==> config.mk <==
export PLATFORM = sky130hd
export DESIGN_NAME = arg_ctrl
export DESIGN_NICKNAME = d
export VERILOG_FILES = /design/src/sv/arg_pkg.sv /design/src/sv/arg_ctrl.sv
export SDC_FILE = /design/constraint.sdc
export NUM_CORES = 1
export LEC_CHECK = 0
export BUFFER_PORTS_ARGS = -buffer_cell sky130_fd_sc_hd__buf_2
export CAP_MARGIN = 0
export CORE_MARGIN = 5
export CORE_UTILIZATION = 50
export DETAILED_ROUTE_END_ITERATION = 10
export PLACE_DENSITY = 0.72
export RECOVER_POWER = 50
export SYNTH_ARGS = -nofsm -noshare
export SYNTH_HDL_FRONTEND = slang
export SYNTH_SLANG_ARGS = --single-unit
==> constraint.sdc <==
create_clock -name clock -period 15.6 [get_ports clock]
set_input_delay 1.56 -clock clock [delete_from_list [all_inputs] [get_ports clock]]
set_output_delay 1.56 -clock clock [all_outputs]
set_load 0.02 [all_outputs]
==> src/sv/arg_pkg.sv <==
// -----------------------------------------------------------------------------
// arg_pkg
// Shared types and constants of the audio ring with grain clock: operation
// kinds, register indexes, reset values and the per-item status record.
// -----------------------------------------------------------------------------
package arg_pkg;

   // Default sizing
   localparam int RING_DEPTH_DEF   = 65536;
   localparam int GRAIN_FRAMES_DEF = 256;

   // Field widths
   localparam int SAMPLE_W = 16;
   localparam int FRAME_W  = 2 * SAMPLE_W;
   localparam int CLOCK_W  = 48;
   localparam int DEBT_W   = 16;
   localparam int STEP_W   = 8;
   localparam int COUNT_W  = 32;
   localparam int KIND_W   = 3;

   // Configuration port
   localparam int CSR_INDEX_W = 2;
   localparam int CSR_DATA_W  = 16;
   localparam logic [CSR_INDEX_W-1:0] CSR_DEBT_CAP   = 2'd0;
   localparam logic [CSR_INDEX_W-1:0] CSR_REPAY_STEP = 2'd1;

   // Register reset values: 500 ms at 48 kHz, and 16 frames per grain
   localparam logic [DEBT_W-1:0] DEBT_CAP_RESET   = 16'd24000;
   localparam logic [STEP_W-1:0] REPAY_STEP_RESET = 8'd16;

   // Operation kinds
   typedef enum logic [KIND_W-1:0] {
      KIND_WRITE      = 3'd0,
      KIND_PULL       = 3'd1,
      KIND_FLUSH      = 3'd2,
      KIND_SET_BASE   = 3'd3,
      KIND_RESET_BASE = 3'd4,
      KIND_SET_PAUSE  = 3'd5
   } kind_type;

   // Status of one item after it has been applied
   typedef struct packed {
      logic               deliver;
      logic               is_padding;
      logic               grain_end;
      logic               write_dropped;
      logic [CLOCK_W-1:0] clock_frames;
      logic               clock_valid;
      logic [DEBT_W-1:0]  debt_level;
      logic [COUNT_W-1:0] underrun_count;
      logic [COUNT_W-1:0] drop_count;
   } status_type;

endpackage

==> src/sv/arg_ctrl.sv <==
// -----------------------------------------------------------------------------
// arg_ctrl
// Ring pointers, grain sequencing, clock, debt and counters. Applies one
// item per transfer, drives the frame store and reports the new status.
// -----------------------------------------------------------------------------
module arg_ctrl #(
   parameter int RING_DEPTH   = arg_pkg::RING_DEPTH_DEF,
   parameter int GRAIN_FRAMES = arg_pkg::GRAIN_FRAMES_DEF
) (
   input  logic                               clock,
   input  logic                               reset,
   // item
   input  logic                               accept,
   input  logic [arg_pkg::KIND_W-1:0]         kind,
   input  logic [arg_pkg::SAMPLE_W-1:0]       in_left,
   input  logic [arg_pkg::SAMPLE_W-1:0]       in_right,
   input  logic [arg_pkg::CLOCK_W-1:0]        pts_frames,
   input  logic                               pause_flag,
   // configuration
   input  logic                               csr_write_en,
   input  logic [arg_pkg::CSR_INDEX_W-1:0]    csr_index,
   input  logic [arg_pkg::CSR_DATA_W-1:0]     csr_data,
   // frame store
   output logic                               mem_wr_en,
   output logic [$clog2(RING_DEPTH)-1:0]      mem_wr_addr,
   output logic [arg_pkg::FRAME_W-1:0]        mem_wr_data,
   output logic                               mem_rd_en,
   output logic [$clog2(RING_DEPTH)-1:0]      mem_rd_addr,
   // status after the item
   output arg_pkg::status_type                status,
   output logic [$clog2(RING_DEPTH+1)-1:0]    fill_level
);

   import arg_pkg::*;

   localparam int AW = $clog2(RING_DEPTH);
   localparam int FW = $clog2(RING_DEPTH + 1);
   localparam int PW = $clog2(GRAIN_FRAMES);
   localparam int VW = $clog2(GRAIN_FRAMES + 1);

   // State
   logic [AW-1:0]      head_ff, head_in;
   logic [FW-1:0]      fill_ff, fill_in;
   logic [PW-1:0]      pos_ff, pos_in;
   logic [VW-1:0]      avail_ff, avail_in;
   logic               paused_ff, paused_in;
   logic [CLOCK_W-1:0] clock_ff, clock_in;
   logic               base_set_ff, base_set_in;
   logic [DEBT_W-1:0]  debt_ff, debt_in;
   logic [COUNT_W-1:0] underruns_ff, underruns_in;
   logic [COUNT_W-1:0] drops_ff, drops_in;
   logic [DEBT_W-1:0]  debt_cap_ff;
   logic [STEP_W-1:0]  repay_step_ff;

   // Working values
   logic [AW:0]        wr_sum;
   logic [VW-1:0]      avail_cur;
   logic               deliver;
   logic               last_pull;
   logic [DEBT_W:0]    debt_sum;
   logic [STEP_W-1:0]  step;
   logic               is_padding;
   logic               dropped;

   // Apply one item
   always_comb begin
      head_in      = head_ff;
      fill_in      = fill_ff;
      pos_in       = pos_ff;
      avail_in     = avail_ff;
      paused_in    = paused_ff;
      clock_in     = clock_ff;
      base_set_in  = base_set_ff;
      debt_in      = debt_ff;
      underruns_in = underruns_ff;
      drops_in     = drops_ff;
      deliver      = 1'b0;
      is_padding   = 1'b0;
      dropped      = 1'b0;
      last_pull    = 1'b0;
      mem_wr_en    = 1'b0;
      mem_rd_en    = 1'b0;
      step         = '0;
      debt_sum     = '0;

      // Write slot: head plus fill, wrapped once
      wr_sum = (AW+1)'(head_ff) + (AW+1)'(fill_ff);
      if (32'(wr_sum) >= RING_DEPTH) begin
         wr_sum = wr_sum - (AW+1)'(RING_DEPTH);
      end
      mem_wr_addr = wr_sum[AW-1:0];
      mem_wr_data = {in_right, in_left};
      mem_rd_addr = head_ff;

      // Frames granted to this grain: latch at its first pull
      avail_cur = avail_ff;
      if (pos_ff == '0) begin
         if (paused_ff) begin
            avail_cur = '0;
         end else if (32'(fill_ff) < GRAIN_FRAMES) begin
            avail_cur = VW'(fill_ff);
         end else begin
            avail_cur = VW'(GRAIN_FRAMES);
         end
      end

      case (kind_type'(kind))
         KIND_WRITE: begin
            if (32'(fill_ff) >= RING_DEPTH) begin
               dropped  = 1'b1;
               drops_in = (drops_ff == '1) ? drops_ff : drops_ff + 1'b1;
            end else begin
               mem_wr_en = accept;
               fill_in   = fill_ff + 1'b1;
            end
         end
         KIND_PULL: begin
            avail_in = avail_cur;
            if ((32'(pos_ff) < 32'(avail_cur)) && (fill_ff != '0)) begin
               deliver   = 1'b1;
               mem_rd_en = accept;
               head_in   = (32'(head_ff) == RING_DEPTH - 1) ? '0 : head_ff + 1'b1;
               fill_in   = fill_ff - 1'b1;
            end else begin
               is_padding = 1'b1;
            end
            // Close the grain
            if (pos_ff == PW'(GRAIN_FRAMES - 1)) begin
               last_pull = 1'b1;
               pos_in    = '0;
               if (!paused_ff) begin
                  clock_in = clock_ff + CLOCK_W'(GRAIN_FRAMES);
                  if (avail_cur < VW'(GRAIN_FRAMES)) begin
                     underruns_in = (underruns_ff == '1) ? underruns_ff
                                                         : underruns_ff + 1'b1;
                     debt_sum = (DEBT_W+1)'(debt_ff)
                              + (DEBT_W+1)'(VW'(GRAIN_FRAMES) - avail_cur);
                     debt_in  = (debt_sum > {1'b0, debt_cap_ff}) ? debt_cap_ff
                                                                 : debt_sum[DEBT_W-1:0];
                  end else if (debt_ff != '0) begin
                     step     = (debt_ff < DEBT_W'(repay_step_ff)) ? debt_ff[STEP_W-1:0]
                                                                   : repay_step_ff;
                     debt_in  = debt_ff - DEBT_W'(step);
                     clock_in = clock_ff + CLOCK_W'(GRAIN_FRAMES) - CLOCK_W'(step);
                  end
               end
            end else begin
               pos_in = pos_ff + 1'b1;
            end
         end
         KIND_FLUSH: begin
            head_in     = '0;
            fill_in     = '0;
            clock_in    = '0;
            base_set_in = 1'b0;
            debt_in     = '0;
            if (32'(avail_ff) > 32'(pos_ff)) begin
               avail_in = VW'(pos_ff);
            end
         end
         KIND_SET_BASE: begin
            if (!base_set_ff) begin
               clock_in    = pts_frames;
               base_set_in = 1'b1;
            end
         end
         KIND_RESET_BASE: begin
            clock_in    = pts_frames;
            base_set_in = 1'b1;
         end
         KIND_SET_PAUSE: begin
            paused_in = pause_flag;
         end
         default: begin
         end
      endcase
   end

   // Hold state, advance on transfer
   always_ff @(posedge clock) begin
      if (reset) begin
         head_ff      <= '0;
         fill_ff      <= '0;
         pos_ff       <= '0;
         avail_ff     <= '0;
         paused_ff    <= 1'b0;
         clock_ff     <= '0;
         base_set_ff  <= 1'b0;
         debt_ff      <= '0;
         underruns_ff <= '0;
         drops_ff     <= '0;
      end else if (accept) begin
         head_ff      <= head_in;
         fill_ff      <= fill_in;
         pos_ff       <= pos_in;
         avail_ff     <= avail_in;
         paused_ff    <= paused_in;
         clock_ff     <= clock_in;
         base_set_ff  <= base_set_in;
         debt_ff      <= debt_in;
         underruns_ff <= underruns_in;
         drops_ff     <= drops_in;
      end
   end

   // Configuration registers
   always_ff @(posedge clock) begin
      if (reset) begin
         debt_cap_ff   <= DEBT_CAP_RESET;
         repay_step_ff <= REPAY_STEP_RESET;
      end else if (csr_write_en) begin
         case (csr_index)
            CSR_DEBT_CAP:   debt_cap_ff   <= csr_data;
            CSR_REPAY_STEP: repay_step_ff <= csr_data[STEP_W-1:0];
            default: begin
            end
         endcase
      end
   end

   // Report the status after the item
   always_comb begin
      status.deliver        = deliver;
      status.is_padding     = is_padding;
      status.grain_end      = last_pull;
      status.write_dropped  = dropped;
      status.clock_frames   = clock_in;
      status.clock_valid    = base_set_in;
      status.debt_level     = debt_in;
      status.underrun_count = underruns_in;
      status.drop_count     = drops_in;
   end

   assign fill_level = fill_in;

endmodule

==> summary.txt <==
SETUP PATH
-----------------------------------------------------------------------------------------------
Nature of the critical path endpoint                                                output port
Worst path arrival time                                                                 8.16 ns
Startpoint of the lowest-slack register-to-register path                           pos_ff[0]$_SDFFE_PP0P_
Slack of the worst reg-to-reg path                                                      7.95 ns
Endpoint of the worst-slack reg-to-reg timing path                                 clock_ff[43]$_SDFFE_PP0P_
Critical path fanouts, max                                                                   17
Critical path startpoint category                                                          flop
Master of the slowest instance on the critical path                                sky130_fd_sc_hd__o41ai_2
Depth of the worst register-to-register path                                                 17
Most Frequent Cell on Critical Path                                                sky130_fd_sc_hd__ha_1
Endpoint required time on the critical path                                            14.04 ns
CP Class                                                                             reg -> out
Biggest cell delay along the critical path                                              0.63 ns

SYNTHESIS
-----------------------------------------------------------------------------------------------
Cell count after synthesis                                                                 2745
Post-synth cell types                                                                        97
Number of synthesized flops with an enable pin                                                0
Warnings, synthesis                                                                           0
Share of the yosys chip area belonging to registers                                       0.210
Combined area of all synthesized cells                                               0.0194 mm2
Proportion of synthesized flip-flops having asynchronous set or reset                         0
Top FF cell, synth                                                                 sky130_fd_sc_hd__dfxtp_1
Count of state elements after synthesis                                                     204
Net count after synthesis                                                                  2953
Post-synthesis area per instance                                                       7.07 um2

STA
-----------------------------------------------------------------------------------------------
Worst-case headroom to the max-slew limit                                                 -1.64
Max-slew violation total from the final report                                              336
Crit path time final                                                                    9.72 ns
Least-Margin Pin Slew                                                                   3.95 ns
Highest achievable clock rate                                                           103 MHz
Clock tree skew after final layout                                                    0.0158 ns
Worst path setup slack after routing                                                    5.88 ns
Final hold violations                                                                         0
Setup tns final                                                                            0 ns
RSZ-0062 raised after global routing                                                         no
Portion of the clock cycle consumed by the worst path in the final layout                 0.623
Final hold slack                                                                       0.471 ns
Final count of negative-setup-slack endpoints                                                 0

CLOCKING
-----------------------------------------------------------------------------------------------
Resized Gates After CTS                                                                       0
Buffer type at the clock tree root                                                 sky130_fd_sc_hd__clkbuf_16
Post-cts hold buffer count                                                                    0
Number of buffers on the longest clock path                                                   3
TritonCTS clock tree                                                                       done
Number of CTS-inserted buffers                                                               27
H-Tree Depth                                                                                  1
Post-CTS setup buffer count                                                                   0
Clock input transition at the sequential cells of the worst setup and hold paths        0.06 ns
Source-to-sink clock delay at the later pin of the worst-skew pair                      0.57 ns
Sinks on the clock net                                                                      204

LAYOUT
-----------------------------------------------------------------------------------------------
Most common cell after layout, fill and taps aside                                 sky130_fd_sc_hd__nor2_1
Filler-free cell count of the finished design                                              3371
Share of post-route cells with drive strength above 1                                     0.119
Layout Nets                                                                                3037
Most used cells in the layout excluding fill and tap cells                         sky130_fd_sc_hd__nor2_1, sky130_fd_sc_hd__nand2_1, sky130_fd_sc_hd__buf_2
Area delta synth->final                                                                   10.4%
Layout Utilization                                                                        0.556

ROUTING
-----------------------------------------------------------------------------------------------
Routed wire length per instance                                                         21.7 um
Routed vias                                                                               21500
Post-detailed-route via-to-cell ratio                                                      6.37
Detailed-route wire length                                                              73.0 mm
Iteration count of the initial detailed-routing pass                                          6
Number of design-rule violations left by the first detailed-router iteration               2193
Remaining antenna violation count after routing                                               0
DRC violations left                                                                           0

PLACED DESIGN
-----------------------------------------------------------------------------------------------
Quantity of I/O buffers inserted on ports                                                   257
Count of placed standard cells including taps                                              3318
Detailed-placement wirelength estimate                                                  52.9 mm
Final weighted congestion of routability-driven global placement                           1.02
Worst setup slack after placement                                                       6.95 ns

GRT
-----------------------------------------------------------------------------------------------
Combined global-route utilization of all metal layers                                     0.319
Number of global-route vias before repair                                                 20600
Maximum number of pins on one net before global-route repair                                 69
Overflow left after global routing                                                            0
Wire length of the first global-routing pass                                             114 mm
Initial antenna violation count                                                               4

FLOORPLANNING
-----------------------------------------------------------------------------------------------
Die height                                                                               207 um
I/O pin total                                                                               322
Die Area                                                                             0.0429 mm2
Starting utilization of the core area                                                     0.503
Die X-Extent                                                                             207 um
Floorplan core area                                                                  0.0386 mm2
Total number of placement rows                                                               72

POWER AND IR DROP
-----------------------------------------------------------------------------------------------
Maximum VDD drop                                                                      0.0828 mV
Cell area power density                                                             74.0 mW/mm2
Leakage power of the design                                                             9.09 nW

HOLD PATH
-----------------------------------------------------------------------------------------------
Hold Startpoint                                                                    debt_cap_ff[15]$_SDFFE_PP0P_
Worst Hold Path EP                                                                 debt_cap_ff[15]$_SDFFE_PP0P_
Hold-critical path depth                                                                      2
Class of the worst hold path                                                         reg -> reg

RUN
-----------------------------------------------------------------------------------------------
Max-capacitance violation count                                                               8

STATUS
-----------------------------------------------------------------------------------------------
Outcome                                                                            finished with violations
Failing checks                                                                     max-capacitance violations, max-slew violations

flip-flops by register name, summed over array words and instances, names as in the netlist, 9 cells and up:
register,flops
clock_ff,48
drops_ff,32
underruns_ff,32
fill_ff,17
debt_cap_ff,16
debt_ff,16
mem_rd_addr,16
avail_ff,9
worst max-delay path by stage:
| stage | startpoint | endpoint | slack (ns) | cells past startpoint |
|---|---|---|---|---|
| 4_1_cts | debt_ff[1]$_SDFFE_PP0P_ | status[120] | 6.33 | 21 |
| 5_1_grt | pos_ff[0]$_SDFFE_PP0P_ | status[120] | 5.38 | 18 |
| 2_1_floorplan | pos_ff[0]$_SDFFE_PP0P_ | status[75] | 7.74 | 27 |
| 3_3_place_gp | pos_ff[0]$_SDFFE_PP0P_ | status[66] | 7.12 | 28 |
| 3_5_place_dp | debt_ff[1]$_SDFFE_PP0P_ | status[120] | 6.95 | 21 |
| 6_report | pos_ff[0]$_SDFFE_PP0P_ | status[66] | 5.88 | 28 |
cell type report:
type,count,area (um2)
Inverter,92,347
Clock buffer,37,763
Antenna cell,3,7.51
Clock inverter,13,223
Sequential cell,204,4080
Tap cell,518,648
Fill cell,3857,17100
Timing Repair Buffer,282,1400
Multi-Input combinational cell,2222,14000
cell families (layout without fill, tap and decap cells):
logic type,Yosys count,in the layout,share of synthesized area
other,0,3,0
AOI/OAI and AO/OA,647,647,0.221
buffers and inverters,319,424,0.0704
xor gates and xnor gates,228,228,0.103
adders and majority gates,102,102,0.0673
and+or+nand+nor,1188,1188,0.298
DFF,204,204,0.210
muxes,57,57,0.0300
per-layer routing:
layer  global-route usage  up-vias  part of all wire  wire [um]
met5                    0        -           0.00047         34
met4                0.115        6             0.036       2640
met3               0.0772      197              0.11       7790
met2                0.512     1152              0.45      32700
met1                0.421    10100              0.41      29900
li1                     -     9987                 -          -
per-stage QoR:
| stage | total power [mW] | area, um2 |
|---|---|---|
| 2_1_floorplan | 0.788 | 19400 |
| 3_3_place_gp | 0.874 | 20500 |
| 3_5_place_dp | 0.881 | 20500 |
| 4_1_cts | 1.59 | 21500 |
| 5_1_grt | 1.64 | 21400 |
| 6_report | 1.59 | 21400 |
synthesized netlist by cell type, types with 11 or more instances:
master | count | area share
sky130_fd_sc_hd__a211oi_1 | 17 | 0.0066
sky130_fd_sc_hd__a21o_1 | 25 | 0.0097
sky130_fd_sc_hd__a21oi_1 | 139 | 0.036
sky130_fd_sc_hd__a22oi_1 | 22 | 0.0085
sky130_fd_sc_hd__a311oi_1 | 11 | 0.0050
sky130_fd_sc_hd__a31oi_1 | 19 | 0.0061
sky130_fd_sc_hd__a32o_1 | 12 | 0.0062
sky130_fd_sc_hd__and2_1 | 16 | 0.0052
sky130_fd_sc_hd__and3_1 | 57 | 0.018
sky130_fd_sc_hd__and4_1 | 16 | 0.0072
sky130_fd_sc_hd__buf_1 | 17 | 0.0033
sky130_fd_sc_hd__buf_2 | 16 | 0.0041
sky130_fd_sc_hd__buf_4 | 37 | 0.014
sky130_fd_sc_hd__clkbuf_1 | 155 | 0.030
sky130_fd_sc_hd__dfxtp_1 | 204 | 0.21
sky130_fd_sc_hd__ha_1 | 98 | 0.063
sky130_fd_sc_hd__inv_1 | 88 | 0.017
sky130_fd_sc_hd__mux2i_1 | 48 | 0.025
sky130_fd_sc_hd__nand2_1 | 318 | 0.062
sky130_fd_sc_hd__nand2b_1 | 18 | 0.0058
sky130_fd_sc_hd__nand3_1 | 117 | 0.030
sky130_fd_sc_hd__nand4_1 | 61 | 0.020
sky130_fd_sc_hd__nand4b_1 | 11 | 0.0050
sky130_fd_sc_hd__nor2_1 | 339 | 0.066
sky130_fd_sc_hd__nor2b_1 | 14 | 0.0045
sky130_fd_sc_hd__nor3_1 | 70 | 0.018
sky130_fd_sc_hd__nor4_1 | 33 | 0.011
sky130_fd_sc_hd__o211ai_1 | 23 | 0.0089
sky130_fd_sc_hd__o21a_1 | 23 | 0.0089
sky130_fd_sc_hd__o21ai_0 | 185 | 0.048
sky130_fd_sc_hd__o31ai_1 | 13 | 0.0050
sky130_fd_sc_hd__or2_2 | 20 | 0.0064
sky130_fd_sc_hd__or3_1 | 43 | 0.014
sky130_fd_sc_hd__or4_1 | 15 | 0.0058
sky130_fd_sc_hd__xnor2_1 | 117 | 0.053
sky130_fd_sc_hd__xor2_1 | 110 | 0.050
power breakdown:
group	switching [mW]	total (mW)	internal (mW)
sequential	0.0242	0.557	0.533
clock	0.266	0.706	0.441
combinational	0.214	0.322	0.108
worst max-delay path, delay by kind of cell (launching register included):
kind / cells / cell delay, ns
compound gates: 10 / 2.67
xor+xnor: 1 / 0.30
fa+ha+maj: 5 / 1.29
buf+inv: 4 / 0.77
simple gates: 8 / 2.17
flops: 1 / 0.38
(Power assumes the default switching activity.)
